$ cat config.mk
export PLATFORM = sky130hd
export DESIGN_NAME = page_buffer_clock_replacement_unit
export DESIGN_NICKNAME = d
export VERILOG_FILES = /design/src/design/pbcr_pkg.sv /design/src/design/page_buffer_clock_replacement_unit.sv
export SDC_FILE = /design/constraint.sdc
export NUM_CORES = 2
export LEC_CHECK = 0
export BUFFER_PORTS_ARGS = -buffer_cell sky130_fd_sc_hd__clkbuf_2
export CORE_MARGIN = 3
export CORE_UTILIZATION = 63
export CTS_CLUSTER_DIAMETER = 60
export CTS_CLUSTER_SIZE = 30
export DETAILED_ROUTE_END_ITERATION = 6
export PLACE_DENSITY = 0.77
export SYNTH_ARGS = -nofsm -noshare
export SYNTH_HDL_FRONTEND = slang
export SYNTH_SLANG_ARGS = --single-unit
$ cat constraint.sdc
create_clock -name clk -period 8.27 [get_ports clk]
set_input_delay 0.4135 -clock clk [delete_from_list [all_inputs] [get_ports clk]]
set_output_delay 0.4135 -clock clk [all_outputs]
set_load 0.02 [all_outputs]
$ cat src/design/pbcr_pkg.sv
// ============================================================================
// pbcr_pkg
// Shared sizes and codes for the page buffer clock replacement unit.
// ============================================================================
`default_nettype none

package pbcr_pkg;

    // slot pool geometry
    localparam int NUM_SLOTS = 16;
    localparam int SLOT_W    = $clog2(NUM_SLOTS);
    localparam int CNT_W     = SLOT_W + 1;
    localparam int MIN_SLOTS = 2;

    // usage counter
    localparam int USAGE_MAX = 10;
    localparam int USAGE_W   = 4;

    // tags and config
    localparam int TAG_W          = 32;
    localparam int ACTIVE_W       = 5;
    localparam int ACTIVE_RESET   = 16;

    // operation codes
    localparam logic OP_REQUEST = 1'b0;
    localparam logic OP_RELEASE = 1'b1;

    // result status codes
    localparam logic [1:0] STATUS_OK         = 2'd0;
    localparam logic [1:0] STATUS_ALL_PINNED = 2'd1;
    localparam logic [1:0] STATUS_NOT_FOUND  = 2'd2;

endpackage

`default_nettype wire

$ cat src/design/page_buffer_clock_replacement_unit.sv
// ============================================================================
// page_buffer_clock_replacement_unit
// Buffer-pool slot manager: tag lookup, pin/release, clock sweep victim pick.
// ============================================================================
// Flow: an accepted beat scans slots until a tag hit, comparing at most the live
//   count n; a request that misses with an unpinned slot then runs the clock
//   sweep. The result posts once the output register is free; output stalls
//   hold the post. One beat at a time; the next beat is taken once the unit is
//   back in idle. Scan and sweep visit one slot per cycle through one unit.
// Reset: valid, pin and usage flags, clock hand and handshakes clear at once;
//   active_slots returns to 16. Tag storage is not cleared.
`default_nettype none

module page_buffer_clock_replacement_unit (
    input  wire logic                              clk,
    input  wire logic                              rst_n,
    // configuration
    input  wire logic                              active_slots_we,
    input  wire logic [pbcr_pkg::ACTIVE_W-1:0]     active_slots,
    // input channel
    input  wire logic                              in_valid,
    output logic                                   in_stall,
    input  wire logic                              operation,
    input  wire logic [pbcr_pkg::TAG_W-1:0]        table_id,
    input  wire logic [pbcr_pkg::TAG_W-1:0]        page_number,
    // output channel
    output logic                                   out_valid,
    input  wire logic                              out_stall,
    output logic [pbcr_pkg::SLOT_W-1:0]            slot_index,
    output logic                                   load_needed,
    output logic [1:0]                             status
);

    typedef enum logic [1:0] {
        S_IDLE,
        S_SCAN,
        S_SWEEP,
        S_FINISH
    } state_t;

    state_t state_reg;

    // config
    logic [pbcr_pkg::ACTIVE_W-1:0] active_reg;

    // per-slot flags
    logic [pbcr_pkg::NUM_SLOTS-1:0]  valid_reg;
    logic [pbcr_pkg::NUM_SLOTS-1:0]  pinned_reg;
    logic [pbcr_pkg::USAGE_W-1:0]    usage_reg [pbcr_pkg::NUM_SLOTS];
    logic [pbcr_pkg::SLOT_W-1:0]     hand_reg;

    // tag storage
    logic [pbcr_pkg::TAG_W-1:0] tbl_mem  [pbcr_pkg::NUM_SLOTS];
    logic [pbcr_pkg::TAG_W-1:0] page_mem [pbcr_pkg::NUM_SLOTS];
    logic [pbcr_pkg::TAG_W-1:0] tbl_rd_reg;
    logic [pbcr_pkg::TAG_W-1:0] page_rd_reg;
    logic [pbcr_pkg::SLOT_W-1:0] rd_addr;
    logic                        tag_we;

    // current beat
    logic                          op_reg;
    logic [pbcr_pkg::TAG_W-1:0]    tbl_reg;
    logic [pbcr_pkg::TAG_W-1:0]    page_reg;
    logic [pbcr_pkg::CNT_W-1:0]    n_reg;
    logic [pbcr_pkg::SLOT_W-1:0]   cmp_idx_reg;
    logic                          free_seen_reg;

    // pending result
    logic [pbcr_pkg::SLOT_W-1:0]   res_slot_reg;
    logic                          res_load_reg;
    logic [1:0]                    res_status_reg;

    // output register
    logic                          out_valid_reg;
    logic [pbcr_pkg::SLOT_W-1:0]   out_slot_reg;
    logic                          out_load_reg;
    logic [1:0]                    out_status_reg;

    logic                          in_accept;
    logic [pbcr_pkg::CNT_W-1:0]    live_n;
    logic                          tag_match;
    logic                          scan_last;
    logic                          free_all;
    logic [pbcr_pkg::SLOT_W-1:0]   hand_start;
    logic [pbcr_pkg::SLOT_W-1:0]   hand_adv;
    logic                          victim;
    logic [pbcr_pkg::USAGE_W-1:0]  hit_usage;

    assign in_stall  = (state_reg != S_IDLE);
    assign in_accept = in_valid && !in_stall;

    assign out_valid   = out_valid_reg;
    assign slot_index  = out_slot_reg;
    assign load_needed = out_load_reg;
    assign status      = out_status_reg;

    // live slot count, clamped to the pool
    always_comb
    begin
        if (active_reg < pbcr_pkg::ACTIVE_W'(pbcr_pkg::MIN_SLOTS))
            live_n = pbcr_pkg::CNT_W'(pbcr_pkg::MIN_SLOTS);
        else if (active_reg > pbcr_pkg::ACTIVE_W'(pbcr_pkg::NUM_SLOTS))
            live_n = pbcr_pkg::CNT_W'(pbcr_pkg::NUM_SLOTS);
        else
            live_n = pbcr_pkg::CNT_W'(active_reg);
    end

    // scan compare on the slot whose tags were read last cycle
    assign tag_match = valid_reg[cmp_idx_reg] && (tbl_rd_reg == tbl_reg)
                       && (page_rd_reg == page_reg);
    assign scan_last = ({1'b0, cmp_idx_reg} == (n_reg - pbcr_pkg::CNT_W'(1)));
    assign free_all  = free_seen_reg || !pinned_reg[cmp_idx_reg];

    // scan reads slot 0 on accept, then one slot ahead of the compare
    assign rd_addr = in_accept ? '0 : (cmp_idx_reg + pbcr_pkg::SLOT_W'(1));

    // clock hand helpers
    assign hand_start = ({1'b0, hand_reg} < n_reg) ? hand_reg : '0;
    assign hand_adv   = (({1'b0, hand_reg} + pbcr_pkg::CNT_W'(1)) < n_reg)
                        ? (hand_reg + pbcr_pkg::SLOT_W'(1)) : '0;
    assign victim     = !pinned_reg[hand_reg] && (usage_reg[hand_reg] == '0);

    // saturating usage bump on a hit
    assign hit_usage = (usage_reg[cmp_idx_reg] < pbcr_pkg::USAGE_W'(pbcr_pkg::USAGE_MAX))
                       ? (usage_reg[cmp_idx_reg] + pbcr_pkg::USAGE_W'(1))
                       : usage_reg[cmp_idx_reg];

    assign tag_we = (state_reg == S_SWEEP) && victim;

    // tag memory: one write port, one registered read port
    always_ff @(posedge clk)
    begin
        if (tag_we)
        begin
            tbl_mem[hand_reg]  <= tbl_reg;
            page_mem[hand_reg] <= page_reg;
        end
        tbl_rd_reg  <= tbl_mem[rd_addr];
        page_rd_reg <= page_mem[rd_addr];
    end

    // beat payload, no reset needed
    always_ff @(posedge clk)
    begin
        if (in_accept)
        begin
            op_reg   <= operation;
            tbl_reg  <= table_id;
            page_reg <= page_number;
        end
    end

    // sequencer, slot flags and output register
    always_ff @(posedge clk or negedge rst_n)
    begin
        if (!rst_n)
        begin
            state_reg      <= S_IDLE;
            active_reg     <= pbcr_pkg::ACTIVE_W'(pbcr_pkg::ACTIVE_RESET);
            valid_reg      <= '0;
            pinned_reg     <= '0;
            for (int i = 0; i < pbcr_pkg::NUM_SLOTS; i++)
                usage_reg[i] <= '0;
            hand_reg       <= '0;
            n_reg          <= '0;
            cmp_idx_reg    <= '0;
            free_seen_reg  <= 1'b0;
            res_slot_reg   <= '0;
            res_load_reg   <= 1'b0;
            res_status_reg <= pbcr_pkg::STATUS_OK;
            out_valid_reg  <= 1'b0;
            out_slot_reg   <= '0;
            out_load_reg   <= 1'b0;
            out_status_reg <= pbcr_pkg::STATUS_OK;
        end
        else
        begin
            if (active_slots_we)
                active_reg <= active_slots;

            // result taken downstream; the finish state reloads it itself
            if (out_valid_reg && !out_stall && (state_reg != S_FINISH))
                out_valid_reg <= 1'b0;

            case (state_reg)
                S_IDLE:
                begin
                    if (in_accept)
                    begin
                        n_reg         <= live_n;
                        cmp_idx_reg   <= '0;
                        free_seen_reg <= 1'b0;
                        state_reg     <= S_SCAN;
                    end
                end

                // tag lookup, one slot per cycle
                S_SCAN:
                begin
                    free_seen_reg <= free_all;
                    if (tag_match)
                    begin
                        res_slot_reg   <= cmp_idx_reg;
                        res_load_reg   <= 1'b0;
                        res_status_reg <= pbcr_pkg::STATUS_OK;
                        if (op_reg == pbcr_pkg::OP_RELEASE)
                            pinned_reg[cmp_idx_reg] <= 1'b0;
                        else
                        begin
                            pinned_reg[cmp_idx_reg] <= 1'b1;
                            usage_reg[cmp_idx_reg]  <= hit_usage;
                        end
                        state_reg <= S_FINISH;
                    end
                    else if (scan_last)
                    begin
                        res_slot_reg <= '0;
                        res_load_reg <= 1'b0;
                        if (op_reg == pbcr_pkg::OP_RELEASE)
                        begin
                            res_status_reg <= pbcr_pkg::STATUS_NOT_FOUND;
                            state_reg      <= S_FINISH;
                        end
                        else if (!free_all)
                        begin
                            res_status_reg <= pbcr_pkg::STATUS_ALL_PINNED;
                            state_reg      <= S_FINISH;
                        end
                        else
                        begin
                            hand_reg  <= hand_start;
                            state_reg <= S_SWEEP;
                        end
                    end
                    else
                        cmp_idx_reg <= cmp_idx_reg + pbcr_pkg::SLOT_W'(1);
                end

                // clock sweep, one slot per cycle
                S_SWEEP:
                begin
                    hand_reg <= hand_adv;
                    if (victim)
                    begin
                        valid_reg[hand_reg]  <= 1'b1;
                        pinned_reg[hand_reg] <= 1'b1;
                        usage_reg[hand_reg]  <= pbcr_pkg::USAGE_W'(1);
                        res_slot_reg   <= hand_reg;
                        res_load_reg   <= 1'b1;
                        res_status_reg <= pbcr_pkg::STATUS_OK;
                        state_reg      <= S_FINISH;
                    end
                    else if (usage_reg[hand_reg] != '0)
                        usage_reg[hand_reg] <= usage_reg[hand_reg] - pbcr_pkg::USAGE_W'(1);
                end

                // post result once the output register is free
                S_FINISH:
                begin
                    if (!out_valid_reg || !out_stall)
                    begin
                        out_valid_reg  <= 1'b1;
                        out_slot_reg   <= res_slot_reg;
                        out_load_reg   <= res_load_reg;
                        out_status_reg <= res_status_reg;
                        state_reg      <= S_IDLE;
                    end
                end

                default:
                    state_reg <= S_IDLE;
            endcase
        end
    end

    // ------------------------------------------------------------------------
    // assertions
    // ------------------------------------------------------------------------
    a_accept_starts_scan: assert property (@(posedge clk) disable iff (!rst_n)
        in_accept |=> (state_reg == S_SCAN))
        else $error("accepted beat did not start a scan");

    a_scan_in_range: assert property (@(posedge clk) disable iff (!rst_n)
        (state_reg == S_SCAN) |-> ({1'b0, cmp_idx_reg} < n_reg))
        else $error("scan index beyond live slot count");

    a_victim_claimed: assert property (@(posedge clk) disable iff (!rst_n)
        ((state_reg == S_SWEEP) && victim) |=>
            (pinned_reg[res_slot_reg] && valid_reg[res_slot_reg]
             && (usage_reg[res_slot_reg] == pbcr_pkg::USAGE_W'(1))))
        else $error("victim slot not claimed after sweep");

    a_load_only_ok: assert property (@(posedge clk) disable iff (!rst_n)
        (out_valid_reg && out_load_reg) |-> (out_status_reg == pbcr_pkg::STATUS_OK))
        else $error("load flagged on a failed beat");

    a_usage_bounded: assert property (@(posedge clk) disable iff (!rst_n)
        (state_reg == S_SCAN) |->
            (usage_reg[cmp_idx_reg] <= pbcr_pkg::USAGE_W'(pbcr_pkg::USAGE_MAX)))
        else $error("usage count above limit");

endmodule

`default_nettype wire

# Word level (Yosys, flattened, before mapping)

Memory sizes are Yosys's and may differ from the RTL's. A register that Yosys moved wholly into a read port is not among the register bits.
Cells that the tools add are included.

Register bits: 197
Output and inout port bits: 9
Input port bits: 75
Memories kept: 2
Logic and storage cells: 195
RAM bits: 1,024

Memories:

| memory   | depth | bits a word | read ports | clocked after Yosys merged registers in | wr ports | line                                     | RTL |
|---|---|---|---|---|---|---|---|
| page_mem | 16    | 32          | 1          | 1                                       | 1        | page_buffer_clock_replacement_unit.sv:54 | `logic [pbcr_pkg::TAG_W-1:0] page_mem [pbcr_pkg::NUM_SLOTS];` |
| tbl_mem  | 16    | 32          | 1          | 1                                       | 1        | page_buffer_clock_replacement_unit.sv:53 | `logic [pbcr_pkg::TAG_W-1:0] tbl_mem [pbcr_pkg::NUM_SLOTS];` |

Bitwise logic cells: 10
Equality and inequality tests: 20
Add/sub/neg operators: 6
$lt $le $gt $ge: 13
Multiplexer cells: 75
Reduce and logical (&&, ||, !) cells: 35

Operators by type and width:

| cell                                                                         | count |
|---|---|
| 64-bit two-way mux                                                           | 4 |
| 64-bit bitwise mux                                                           | 2 |
| 64-bit one-hot mux with 2 select lines                                       | 1 |
| 4-bit two-way mux                                                            | 20 |
| 32-bit == test                                                               | 2 |
| 16-bit bitwise OR                                                            | 4 |
| 48-bit bitwise AND                                                           | 1 |
| 16-bit two-way mux                                                           | 3 |
| 48-bit NOT                                                                   | 1 |
| 4-bit binary-select mux with 4-bit select                                    | 2 |
| 4-bit demux with 4-bit select                                                | 2 |
| 16-bit one-hot mux with 2 select lines                                       | 1 |
| 4-bit one-hot mux with 2 select lines                                        | 3 |
| 2-bit inequality test, second input constant                                 | 11 |
| 2-bit two-way mux                                                            | 10 |
| 16-bit bitwise AND                                                           | 1 |
| 1-bit two-way mux                                                            | 16 |
| 16-bit NOT                                                                   | 1 |
| 4-bit AND reduction                                                          | 4 |
| 4-bit by 1-bit adder with 4-bit output, second input constant                | 3 |
| 1-bit binary-select mux with 4-bit select                                    | 3 |
| 1-bit logical AND                                                            | 11 |
| 5-bit >= comparator, second input constant                                   | 2 |
| 4-bit by 5-bit less-than comparator with 1-bit output, second input constant | 2 |
| 31 further kinds                                                             | 49 |

# Longest topological paths before layout

Depth after elaboration: 10
Depth in mapped cells: 15
Mapped depth without buffers: 10

# Worst setup path before layout

No wires, ideal clock.

Path kind: reg2reg
Start: register hand_reg[1] (netlist bit)
End: memory page_mem[14][0] (netlist bit), enable pin
Path buffers: 4
Setup time: 0.487 ns
Slack: 1.943 ns
Arrival time: 5.839 ns
Stages on the path, launching flop included: 13
Data required time: 7.783 ns
Clock period less this slack: 6.327 ns
Cell sequence: dfrtp_1 > clkbuf_1 > clkbuf_1 > mux4_1 > mux4_2 > inv_1 > ha_1 > inv_1 > nor4_4 > buf_2 > nand2_1 > buf_2 > nor2_1

Cells in the longest elaborated chain, start to end: 9
Elaborated cells on any way between the ends: 12
Classes of those cells: mux (7); bitwise (1); reduce/logical (4)

RTL lines:

| element                                              | line                                      | RTL |
|---|---|---|
| start, declared                                      | page_buffer_clock_replacement_unit.sv:50  | `logic [pbcr_pkg::SLOT_W-1:0] hand_reg;` |
| start signal, assigned                               | page_buffer_clock_replacement_unit.sv:231 | `hand_reg <= hand_start;` |
| start signal, assigned                               | page_buffer_clock_replacement_unit.sv:242 | `hand_reg <= hand_adv;` |
| 4-bit NOT with 5-bit output (not written as such)    | page_buffer_clock_replacement_unit.sv:121 | `assign victim = !pinned_reg[hand_reg] && (usage_reg[hand_reg] == '0);` |
| 4-bit binary-select mux with 4-bit select            | page_buffer_clock_replacement_unit.sv:121 |  |
| 4-bit two-way mux (not written as such) (2 in a row) | page_buffer_clock_replacement_unit.sv:121 |  |
| 4-bit zero test                                      | page_buffer_clock_replacement_unit.sv:121 |  |
| 1-bit logical AND                                    | page_buffer_clock_replacement_unit.sv:121 |  |
| 1-bit logical AND                                    | page_buffer_clock_replacement_unit.sv:128 | `assign tag_we = (state_reg == S_SWEEP) && victim;` |
| 1-bit two-way mux                                    | page_buffer_clock_replacement_unit.sv:133 | `if (tag_we)` |
| 1-bit two-way mux (not written as such)              | page_buffer_clock_replacement_unit.sv:136 | `page_mem[hand_reg] <= page_reg;` |
| end, declared                                        | page_buffer_clock_replacement_unit.sv:54  |  |

Parallel ways exist; a longest one is shown, timed or not. The select of a mux whose other input is x is not followed.

# Worst setup path in the final report

Start: register hand_reg[0] (netlist bit)
End: memory tbl_mem[3][8] (netlist bit), enable pin

Cells in the longest elaborated chain, start to end: 9
Elaborated cells on any way between the ends: 12
Classes of those cells: mux (7); bitwise (1); reduce/logical (4)

RTL lines:

| element                                              | line                                      | RTL |
|---|---|---|
| 4-bit NOT with 5-bit output (not written as such)    | page_buffer_clock_replacement_unit.sv:121 |  |
| 4-bit binary-select mux with 4-bit select            | page_buffer_clock_replacement_unit.sv:121 |  |
| 4-bit two-way mux (not written as such) (2 in a row) | page_buffer_clock_replacement_unit.sv:121 |  |
| 4-bit zero test                                      | page_buffer_clock_replacement_unit.sv:121 |  |
| 1-bit logical AND                                    | page_buffer_clock_replacement_unit.sv:121 |  |
| 1-bit logical AND                                    | page_buffer_clock_replacement_unit.sv:128 |  |
| 1-bit two-way mux                                    | page_buffer_clock_replacement_unit.sv:133 |  |
| 1-bit two-way mux (not written as such)              | page_buffer_clock_replacement_unit.sv:135 | `tbl_mem[hand_reg] <= tbl_reg;` |
| end, declared                                        | page_buffer_clock_replacement_unit.sv:53  |  |

Parallel ways exist; a longest one is shown, timed or not. The select of a mux whose other input is x is not followed.

==> qor.txt <==
Status: completed
Post-Route WL: 128 mm
Worst Setup EP: tbl_mem[3][8]$_DFFE_PP_
Total GRT Usage: 29.4%
Clock Tree Root: clkbuf_16
Ant. Diodes: 0
DRC: 0
Post-Synth Simple-Gate Area: 9.47%
Vias in the first global route: 32300
Ys flop type: edfxtp_1
Area after DPL: 54400 µm²
RSZ-0062 raised after global routing: no
P_int: 11.6 mW
Fillers: 5249
Flops & latches, synth: 1285
Crit path arrival time: 5800 ps
R2R Setup Slk: 2790 ps
Synth unique cells: 71
Place WS: 2880 ps
Synthesized area per cell: 13.9 µm²
Reg2reg path depth: 12
Initial detailed-routing violation count: 3826
Worst min path class: in2reg
Nets: 3945
Sequential power share: 42.3%
Clk buf depth: 3
Clock power share: 24.2%
Synth Net Count: 3918
Final Cycle Share: 66.2%
First drt pass iteration count: 5
Utilization after layout: 70.4%
CP Launch Point: hand_reg[0]$_DFFE_PN0P_
First-pass GRT wire length: 196 mm
CTS Buf Count: 80
Max H-tree Level: 3
Row count: 105
HPWL Detailed: 71.1 mm
Largest net degree at the start of global routing: 206
Final instance area: 58200 µm²
Congestion Overflow GR: 0
Worst Path Max Fanout: 26
Initial antenna violation count: 0
Worst Path Required: 8600 ps
Setup TNS: 0 ps
Adder-cell share of the synthesized area: 0.544%
Psw: 7.38 mW
Nature of the critical path startpoint: flip-flop
Max IR drop VDD: 0.000423 V
XOR/XNOR Fraction of Synth Area: 1.27%
Reg-to-Reg Start: hand_reg[0]$_DFFE_PN0P_
Final Critical Period: 5480 ps
Skew-Pair Late Insertion Delay: 690 ps
Die H: 296 µm
Synth Instances: 3820
Post-Route Skew: 30.9 ps
Synth async-reset ratio: 10.3%
Post-CTS Setup Bufs: 0
# IOs: 84
Final ANT Viol Nets: 0
Slew Limit Fails: 0
Die Width: 296 µm
Switching share of power: 38.8%
Reg clk slew, reported paths: 70 ps
Synthesis Warnings: 0
Cell Area, Synth: 52900 µm²
Starting density of the core: 64.1%
CTS tree: done
Relative slew margins: 19.7%
Complex-gate fraction of the synthesized area: 12.9%
Mux cell area share after synthesis: 3.06%
Number of flops mapped to enable cells by yosys: 1089
CP Capture Type: flip-flop
Total die area: 87500 µm²
Footprint of the multi-input gates: 14600 µm²
Final setup fails: 0
Max Cap Viol: 0
Pwr dens: 327 nW/µm²
Critical path class: reg2reg
Largest family of logic cells by synthesized area: compound AO/OA/AOI/OAI gates
Worst-Margin Slew: 1200 ps
Area Overhead vs Synth: 9.86%
Fin. Hold Viols: 0
Post-synthesis sequential area ratio: 70.4%
Core Box Area: 82600 µm²
Reg area: 37300 µm²
Post-route setup slack: 2790 ps
Routed via count: 33400
Peak Freq: 0.183 GHz
GPL Wtd Cong: 0.954
Gate power share: 33.5%
Post-DR wirelength/cell: 25.8 µm
Share of cells above drive strength 1: 10.7%
Port bufs: 83
Vias per cell: 6.69
Pleak: 19.4 nW
Endpoint of the worst-slack reg-to-reg timing path: tbl_mem[3][8]$_DFFE_PP_
Sink Count: 1285
## timing repair
action	in CTS	in global routing
resized for setup	0	0
endpoints found under the hold margin	129	0
hold buffers	72	0
## Yosys cell counts (all sizes together) (3+ instances only)
master,n,area (µm²)
a211oi,326,2450
a21o,8,60.1
a21oi,158,791
a22o,43,377
a22oi,15,113
a2bb2oi,3,26.3
a311oi,128,1120
a31oi,134,838
a32o,3,30.0
a32oi,12,105
and2,8,50.1
and3,7,43.8
buf,43,238
clkbuf,237,892
dfrtp,131,3280
dfxtp,64,1280
edfxtp,1089,32700
ha,23,288
inv,23,86.3
mux2,39,439
mux2i,8,80.1
mux4,46,1100
nand2,590,2210
nand2b,5,33.8
nand3,56,280
nand3b,4,30.0
nand4,4,25.0
nor2,61,229
nor2b,263,1650
nor3,21,105
nor3b,9,67.6
nor4,18,134
o211ai,11,82.6
o21ai,62,310
o22ai,18,113
o2bb2ai,11,96.3
o31ai,10,88.8
o32ai,11,96.3
or2,20,125
xnor2,9,78.8
xor2,68,596
## per-layer routing
metal,track usage (%),share of wire [%]
met1,42.6,40
met2,46.3,47
met3,4.58,9.1
met4,9.74,3.1
met5,0,0
## layout by cell type (no fill, tap or decap), types with 43 or more instances in the layout
master and count:
dfxtp_1 64, a22o_1 43, a211oi_1 325, o21ai_0 61, nor2b_1 263, nand3_1 56, a21oi_1 158, clkbuf_2 82
xor2_1 68, nand2_1 586, buf_4 59, nor2_1 45, dlygate4sd3_1 72, a311oi_1 128, clkbuf_16 80, a31oi_1 134
dfrtp_1 130, edfxtp_1 1089
## cell type report
class                   count  area share (%)
clock inverters            65            1.69
well taps                1070            2.30
multi-input cells        2230            25.1
flip-flops and latches   1285            64.1
clock buffers              85            3.53
inverters                  25           0.166
repair buffers            225            3.10
## power by group through the flow
stage                     registers [mW]  logic, mW  clock network, mW
after global placement              8.15       6.09                  0
after floorplan                     8.01       4.46                  0
after global routing                8.09       6.92               4.90
after detailed placement            8.17       6.24                  0
final                               8.04       6.38               4.61
after CTS                           8.04       6.31               4.66
## kinds of logic after synthesis
group	after synthesis
fa+ha+maj	23
compound gates	967
xor+xnor	77
simple gates	1070
mux	93
flops	1285
buf+inv	305
## how the worst min path moves through the flow
stage                               start                        end  slack [ps]  depth (start not counted)
after floorplan                     rst_n                  async pin         120                          0
after global placement              rst_n  usage_reg[40]$_DFFE_PN0P_         440                          1
after detailed placement            rst_n  usage_reg[36]$_DFFE_PN0P_         430                          1
after CTS                 active_slots_we  active_reg[3]$_DFFE_PN0P_          60                          2
after global routing      active_slots_we  active_reg[2]$_DFFE_PN0P_         100                          2
final                     active_slots_we  active_reg[2]$_DFFE_PN0P_         110                          2
## through the flow
step                power [mW]  cells  hold WS, ps
finish                    19.0   4985          108
global placement          14.2   4763          437
floorplan                 12.5   3820          118
detailed placement        14.4   4763          434
global route              19.9   4985          102
CTS                       19.0   4985         64.0
## critical path: stages, from the launching register on
cell and delay (ps):
dfrtp_1 870, buf_4 390, mux4_1 610, mux4_2 510, inv_1 110, ha_1 180
inv_1 80, nor4_4 300, buf_4 370, nand2_1 90, buf_4 330, nor2_4 780
buf_4 490
Note: power is estimated with default switching activity, not from simulation.
